==> config.mk <==
export PLATFORM = sky130hd
export DESIGN_NAME = anneal_cycle_sequencer
export DESIGN_NICKNAME = d
export VERILOG_FILES = /design/src/rtl/acs_pkg.sv /design/src/rtl/anneal_cycle_sequencer.sv /design/src/rtl/acs_step.sv
export SDC_FILE = /design/constraint.sdc
export NUM_CORES = 1
export LEC_CHECK = 0
export BUFFER_PORTS_ARGS = -buffer_cell sky130_fd_sc_hd__buf_4
export CAP_MARGIN = 20
export CORE_MARGIN = 5
export CORE_UTILIZATION = 25
export DETAILED_ROUTE_END_ITERATION = 16
export PLACE_DENSITY = 0.36
export SLEW_MARGIN = 40
export SYNTH_ARGS = -nofsm -noshare
export SYNTH_HDL_FRONTEND = slang
export SYNTH_SLANG_ARGS = --single-unit
==> constraint.sdc <==
create_clock -name clk -period 11.65 [get_ports clk]
set_clock_uncertainty 0.1 [all_clocks]
set_input_delay 2.9125 -clock clk [delete_from_list [all_inputs] [get_ports clk]]
set_output_delay 2.9125 -clock clk [all_outputs]
set_load 0.005 [all_outputs]
==> src/rtl/acs_pkg.sv <==
// Shared types and constants for the anneal cycle sequencer.
// Used by acs_step and anneal_cycle_sequencer; no dependencies.
package acs_pkg;

    localparam int unsigned SETPOINT_MAX_DEF   = 9999;
    localparam int unsigned SETPOINT_RESET_DEF = 100;

    localparam int unsigned PHASE_W    = 3;
    localparam int unsigned SETPOINT_W = 14;
    localparam int unsigned TIMER_W    = 18;
    localparam int unsigned SECONDS_W  = 8;
    localparam int unsigned CFG_IDX_W  = 2;
    localparam int unsigned CFG_DATA_W = 8;
    localparam int unsigned MS_PER_SEC = 1000;

    localparam logic [TIMER_W-1:0] TIMER_MAX = {TIMER_W{1'b1}};

    localparam logic [PHASE_W-1:0] PH_IDLE  = 3'd0;
    localparam logic [PHASE_W-1:0] PH_WAIT  = 3'd1;
    localparam logic [PHASE_W-1:0] PH_START = 3'd2;
    localparam logic [PHASE_W-1:0] PH_HEAT  = 3'd3;
    localparam logic [PHASE_W-1:0] PH_DROP  = 3'd4;
    localparam logic [PHASE_W-1:0] PH_DROPT = 3'd5;
    localparam logic [PHASE_W-1:0] PH_COOL  = 3'd6;

    localparam logic [CFG_IDX_W-1:0] CFG_START_ON_SENSOR  = 2'd0;
    localparam logic [CFG_IDX_W-1:0] CFG_DROP_SECONDS     = 2'd1;
    localparam logic [CFG_IDX_W-1:0] CFG_COOLDOWN_SECONDS = 2'd2;

    typedef struct packed {
        logic                 start_on_sensor;
        logic [SECONDS_W-1:0] drop_seconds;
        logic [SECONDS_W-1:0] cooldown_seconds;
    } cfg_t;

    typedef struct packed {
        logic              tick;
        logic              start_button;
        logic              stop_button;
        logic              knob_click;
        logic signed [7:0] knob_steps;
        logic              part_present;
    } item_t;

    typedef struct packed {
        logic [PHASE_W-1:0]    phase;
        logic [TIMER_W-1:0]    elapsed_ms;
        logic [SETPOINT_W-1:0] setpoint;
        logic                  heater;
        logic                  solenoid;
    } state_t;

endpackage

==> src/rtl/anneal_cycle_sequencer.sv <==
// Top level of the anneal cycle sequencer: input register, state and result registers.
// Depends on acs_pkg and acs_step.
//
//   channel | handshake          | payload
//   --------+--------------------+--------------------------------------------------
//   in      | in_valid/in_ready  | tick, start_button, stop_button, knob_click,
//           |                    | knob_steps, part_present
//   out     | out_valid/out_ready| phase, heater_on, solenoid_on, exit_request,
//           |                    | heat_centiseconds
//   cfg     | cfg_wr_en          | cfg_index, cfg_wdata
//
// A result is valid after its input passes the input register and the state register;
// one transaction per cycle sustained while out_ready holds; acs_step is combinational.
// A stalled output holds its result plus at most one more transaction in the input
// register, then in_ready drops. Reset returns to idle with outputs off.
module anneal_cycle_sequencer #(
    parameter int unsigned SETPOINT_MAX   = acs_pkg::SETPOINT_MAX_DEF,
    parameter int unsigned SETPOINT_RESET = acs_pkg::SETPOINT_RESET_DEF
) (
    input  logic                               clk,
    input  logic                               rst_n,
    input  logic                               cfg_wr_en,
    input  logic [acs_pkg::CFG_IDX_W-1:0]      cfg_index,
    input  logic [acs_pkg::CFG_DATA_W-1:0]     cfg_wdata,
    input  logic                               in_valid,
    output logic                               in_ready,
    input  logic                               tick,
    input  logic                               start_button,
    input  logic                               stop_button,
    input  logic                               knob_click,
    input  logic signed [7:0]                  knob_steps,
    input  logic                               part_present,
    output logic                               out_valid,
    input  logic                               out_ready,
    output logic [acs_pkg::PHASE_W-1:0]        phase,
    output logic                               heater_on,
    output logic                               solenoid_on,
    output logic                               exit_request,
    output logic [acs_pkg::SETPOINT_W-1:0]     heat_centiseconds
);

    acs_pkg::cfg_t   cfg_reg;
    acs_pkg::item_t  item_reg;
    logic            item_valid_reg;
    acs_pkg::state_t state_reg;
    acs_pkg::state_t state_next;
    logic            exit_reg;
    logic            exit_next;
    logic            out_valid_reg;
    logic            advance;

    assign advance  = item_valid_reg && (!out_valid_reg || out_ready);
    assign in_ready = !item_valid_reg || advance;

    always_ff @(posedge clk or negedge rst_n)
    begin
        if (!rst_n)
        begin
            cfg_reg.start_on_sensor  <= 1'b0;
            cfg_reg.drop_seconds     <= 8'd1;
            cfg_reg.cooldown_seconds <= 8'd0;
        end
        else if (cfg_wr_en)
        begin
            unique case (cfg_index)
                acs_pkg::CFG_START_ON_SENSOR:  cfg_reg.start_on_sensor  <= cfg_wdata[0];
                acs_pkg::CFG_DROP_SECONDS:     cfg_reg.drop_seconds     <= cfg_wdata;
                acs_pkg::CFG_COOLDOWN_SECONDS: cfg_reg.cooldown_seconds <= cfg_wdata;
                default: ;
            endcase
        end
    end

    always_ff @(posedge clk)
    begin
        if (in_valid && in_ready)
        begin
            item_reg.tick         <= tick;
            item_reg.start_button <= start_button;
            item_reg.stop_button  <= stop_button;
            item_reg.knob_click   <= knob_click;
            item_reg.knob_steps   <= knob_steps;
            item_reg.part_present <= part_present;
        end
    end

    always_ff @(posedge clk or negedge rst_n)
    begin
        if (!rst_n)
        begin
            item_valid_reg <= 1'b0;
            out_valid_reg  <= 1'b0;
        end
        else
        begin
            if (in_ready)
                item_valid_reg <= in_valid;
            if (advance)
                out_valid_reg <= 1'b1;
            else if (out_ready)
                out_valid_reg <= 1'b0;
        end
    end

    acs_step #(
        .SETPOINT_MAX (SETPOINT_MAX)
    ) u_step (
        .cfg        (cfg_reg),
        .item       (item_reg),
        .state      (state_reg),
        .state_next (state_next),
        .exit_next  (exit_next)
    );

    // state doubles as the result register: it only moves when a result is loaded
    always_ff @(posedge clk or negedge rst_n)
    begin
        if (!rst_n)
        begin
            state_reg.phase      <= acs_pkg::PH_IDLE;
            state_reg.elapsed_ms <= '0;
            state_reg.setpoint   <= acs_pkg::SETPOINT_W'(SETPOINT_RESET);
            state_reg.heater     <= 1'b0;
            state_reg.solenoid   <= 1'b0;
            exit_reg             <= 1'b0;
        end
        else if (advance)
        begin
            state_reg <= state_next;
            exit_reg  <= exit_next;
        end
    end

    assign out_valid         = out_valid_reg;
    assign phase             = state_reg.phase;
    assign heater_on         = state_reg.heater;
    assign solenoid_on       = state_reg.solenoid;
    assign exit_request      = exit_reg;
    assign heat_centiseconds = state_reg.setpoint;

endmodule

==> src/rtl/acs_step.sv <==
// Next-state logic of the anneal cycle sequencer for one transaction.
// Depends on acs_pkg.
module acs_step #(
    parameter int unsigned SETPOINT_MAX = acs_pkg::SETPOINT_MAX_DEF
) (
    input  acs_pkg::cfg_t   cfg,
    input  acs_pkg::item_t  item,
    input  acs_pkg::state_t state,
    output acs_pkg::state_t state_next,
    output logic            exit_next
);

    localparam logic [acs_pkg::SETPOINT_W-1:0] SP_MAX = acs_pkg::SETPOINT_W'(SETPOINT_MAX);

    logic                           was_idle;
    logic                           abort;
    logic [acs_pkg::TIMER_W-1:0]    elapsed_tick;
    logic signed [15:0]             sp_sum;
    logic [acs_pkg::SETPOINT_W-1:0] sp_new;
    logic [acs_pkg::TIMER_W-1:0]    heat_ms;
    logic [acs_pkg::TIMER_W-1:0]    drop_ms;
    logic [acs_pkg::TIMER_W-1:0]    cool_ms;
    acs_pkg::state_t                mid;

    always_comb
    begin
        was_idle  = (state.phase == acs_pkg::PH_IDLE);
        exit_next = item.knob_click && was_idle;
        abort     = (item.stop_button || item.knob_click) && !was_idle;

        elapsed_tick = (item.tick && state.elapsed_ms != acs_pkg::TIMER_MAX)
                     ? state.elapsed_ms + acs_pkg::TIMER_W'(1) : state.elapsed_ms;

        mid            = state;
        mid.elapsed_ms = elapsed_tick;
        if (abort)
        begin
            mid.phase    = acs_pkg::PH_IDLE;
            mid.heater   = 1'b0;
            mid.solenoid = 1'b0;
        end

        // set point adjust, saturating to 0..max
        sp_sum = $signed({2'b00, state.setpoint}) + $signed({{8{item.knob_steps[7]}},
                 item.knob_steps});
        if (sp_sum < 16'sd0)
            sp_new = '0;
        else if (sp_sum > $signed({2'b00, SP_MAX}))
            sp_new = SP_MAX;
        else
            sp_new = sp_sum[acs_pkg::SETPOINT_W-1:0];
        if (mid.phase == acs_pkg::PH_IDLE && item.knob_steps != 8'sd0 && !exit_next)
            mid.setpoint = sp_new;

        heat_ms = ({4'b0000, mid.setpoint} << 3) + ({4'b0000, mid.setpoint} << 1);
        drop_ms = acs_pkg::TIMER_W'(cfg.drop_seconds) * acs_pkg::TIMER_W'(acs_pkg::MS_PER_SEC);
        cool_ms = acs_pkg::TIMER_W'(cfg.cooldown_seconds)
                * acs_pkg::TIMER_W'(acs_pkg::MS_PER_SEC);

        state_next = mid;
        unique case (mid.phase)
            acs_pkg::PH_IDLE:
            begin
                if (item.start_button && was_idle)
                    state_next.phase = acs_pkg::PH_WAIT;
            end
            acs_pkg::PH_WAIT:
            begin
                if (!cfg.start_on_sensor || item.part_present)
                    state_next.phase = acs_pkg::PH_START;
            end
            acs_pkg::PH_START:
            begin
                state_next.phase      = acs_pkg::PH_HEAT;
                state_next.heater     = 1'b1;
                state_next.elapsed_ms = '0;
            end
            acs_pkg::PH_HEAT:
            begin
                if (mid.elapsed_ms >= heat_ms)
                begin
                    state_next.heater     = 1'b0;
                    state_next.phase      = acs_pkg::PH_DROP;
                    state_next.elapsed_ms = '0;
                end
            end
            acs_pkg::PH_DROP:
            begin
                state_next.solenoid = 1'b1;
                state_next.phase    = acs_pkg::PH_DROPT;
            end
            acs_pkg::PH_DROPT:
            begin
                if (mid.elapsed_ms >= drop_ms)
                begin
                    state_next.solenoid   = 1'b0;
                    state_next.phase      = acs_pkg::PH_COOL;
                    state_next.elapsed_ms = '0;
                end
            end
            acs_pkg::PH_COOL:
            begin
                if (mid.elapsed_ms >= cool_ms)
                    state_next.phase = acs_pkg::PH_WAIT;
            end
            default:
            begin
                state_next.phase    = acs_pkg::PH_IDLE;
                state_next.heater   = 1'b0;
                state_next.solenoid = 1'b0;
            end
        endcase
    end

endmodule

==> metrics.yaml <==
status: "completed"
synthArstFlopShare: 0.814
grt_pass1_wl_mm: 37.2
rows: 68
synth_most_common_cell: "ha_1"
synth_area_leader_cell: "ha_1"
cap_violations: 0
cp.required_ps: 11850
grt_max_degree: 58
pin_count: 50
grt.overflow.total: 0
globalplace.congestion: 0.779
ant_nets: 0
hold_buffers: 0
syn_avg_cell_area_um2: 9.36
yosys.area_share.simple: 0.125
synth-seq-cells: 70
worst_path_largest_cell_delay_ps: 500
synth.area.top_cells: "ha_1 21%, dfrtp_1 15%, fa_1 10%, edfxtp_1 4.5%, inv_1 3.8%"
die_y_um: 196
synth_cells: 921
cp_slowest_cell: "o31a_1"
synth_top_family_by_area: "adder cells"
synth_edf_count: 13
synthAdderAreaFrac: 0.315
crit_path_max_fanout: 12
largest_reg_flops: 18
worstSkewPairLatency_ps: 370
layout.nets: 1158
rsz0062_at_grt: "no"
cts_made_buffers: 9
grt_pass1_vias: 6708
htree_levels: 3
start_util: 0.251
ys.flop_type: "dfrtp_1"
maxSlewHeadroom: 0.527
drt-initial-drc-count: 367
netlist_area_um2: 8620
fmax_mhz: 125
synth_common_cells: "143 x ha_1, 87 x inv_1, 79 x nand2_1"
antenna_cells: 0
drive_above_1_share: 0.124
synth_mux_area_frac: 0.0332
critPathLaunchType: "flop"
crit_arrival_ps: 8190
fin_crit_ps: 7990
cp-end-kind: "flop"
via_per_inst: 4.70
fp.coreArea_um2: 34300
slew_violations: 0
clockRootBuffer: "clkbuf_16"
route.detailed.drc: 0
syn-num-nets: 1137
drt_wl_total_mm: 23.2
io_buffer_count: 49
crit_type: "flop to flop"
setup_tns_ps: 0
finalSetupViolCount: 0
fin_hold_ws_ps: 383
vias: 6586
die_x_um: 196
synth_compound_area_frac: 0.181
rrSetupSlack_ps: 3660
wire_per_inst_um: 16.5
min_path_type: "flop to flop"
cts_setup_buffers: 0
clkTransAtPathRegs_ps: 70
clock_path_buffers: 2
first_pass_iters: 4
ys_warn_count: 0
cts_tree: "done"
dp_hpwl_mm: 18.0
cts.sinks: 70
post_cts_resized: 0
ys_seq_area_frac: 0.211
syn_to_final_growth_pct: 11.9
synth_top_area_share: 0.207
synth_xor_area_frac: 0.0659
synth_cell_type_count: 78
antenna_found_initial: 0
finalHoldViolCount: 0
grtUsageTotal: 0.123
post-route-period-util: 0.686
tightest_slew_ps: 703
die_area_um2: 38300
-- final cells by class --
type / count / area (um2)
Fill cell: 3631 / 24600
Multi-Input combinational cell: 720 / 6220
Sequential cell: 70 / 1820
Tap cell: 455 / 569
Timing Repair Buffer: 54 / 409
Inverter: 87 / 327
Clock buffer: 11 / 243
Clock inverter: 5 / 58.8
-- worst paths after layout --
path / to / cells after the start / start
worst min register to register: exit_request / 2 / exit_request
min in group asynchronous: heat_centiseconds[11] / 1 / rst_n
worst min-delay path: exit_request / 2 / exit_request
worst max-delay path: state_reg[25] / 35 / heat_centiseconds[0]
worst max register to register: state_reg[25] / 35 / heat_centiseconds[0]
max in group asynchronous: state_reg[27] / 1 / rst_n
-- stage by stage --
step | std cells | area [um2] | setup WS (ps) | util
global placement | 1386 | 9340 | 3730 | 0.272
floorplan | 921 | 8620 | 4830 | -
finish | 1402 | 9650 | 3660 | 0.281
detailed placement | 1386 | 9350 | 3700 | 0.273
CTS | 1402 | 9650 | 3630 | 0.281
global route | 1402 | 9650 | 2920 | 0.281
-- logic make-up after synthesis --
logic type      Yosys count
buf+inv                 131
mux                      26
xor+xnor                 64
simple gates            216
fa+ha+maj               191
compound gates          223
flops                    70
-- layer usage --
metal  up-vias  part of all wire  wire (um)  GRT usage
met1      3187              0.50      11600      0.174
met3        15             0.027        626     0.0180
met5         -                 0          0          0
li1       3306                 -          -          -
met4         0             0.012        287     0.0344
met2        78              0.46      10600      0.196
-- critical path, delay by kind of cell (launching register included) --
kind / cells / cell delay [ps]
flops: 1 / 400
fa+ha+maj: 4 / 1220
xor+xnor: 1 / 180
compound gates: 17 / 3930
mux: 1 / 270
buf+inv: 2 / 150
simple gates: 10 / 1620
-- layout by cell type (no fill, tap or decap), types with 10 or more instances in the layout --
| cell | count |
|---|---|
| nand4_1 | 10 |
| nand2b_1 | 15 |
| nand3_1 | 19 |
| nor2_1 | 22 |
| a21oi_1 | 44 |
| o21a_1 | 11 |
| a21o_1 | 20 |
| nor3_1 | 14 |
| mux2_2 | 21 |
| inv_1 | 87 |
| a211oi_1 | 11 |
| o21ai_0 | 48 |
| ha_1 | 143 |
| xor2_1 | 30 |
| buf_4 | 53 |
| a22o_1 | 15 |
| xnor2_1 | 33 |
| fa_1 | 45 |
| nand2_1 | 79 |
| dfrtp_1 | 53 |
| edfxtp_1 | 13 |
Power is not shown: default switching activity piles up to over one toggle a cycle in this logic, so the estimate is an artifact.
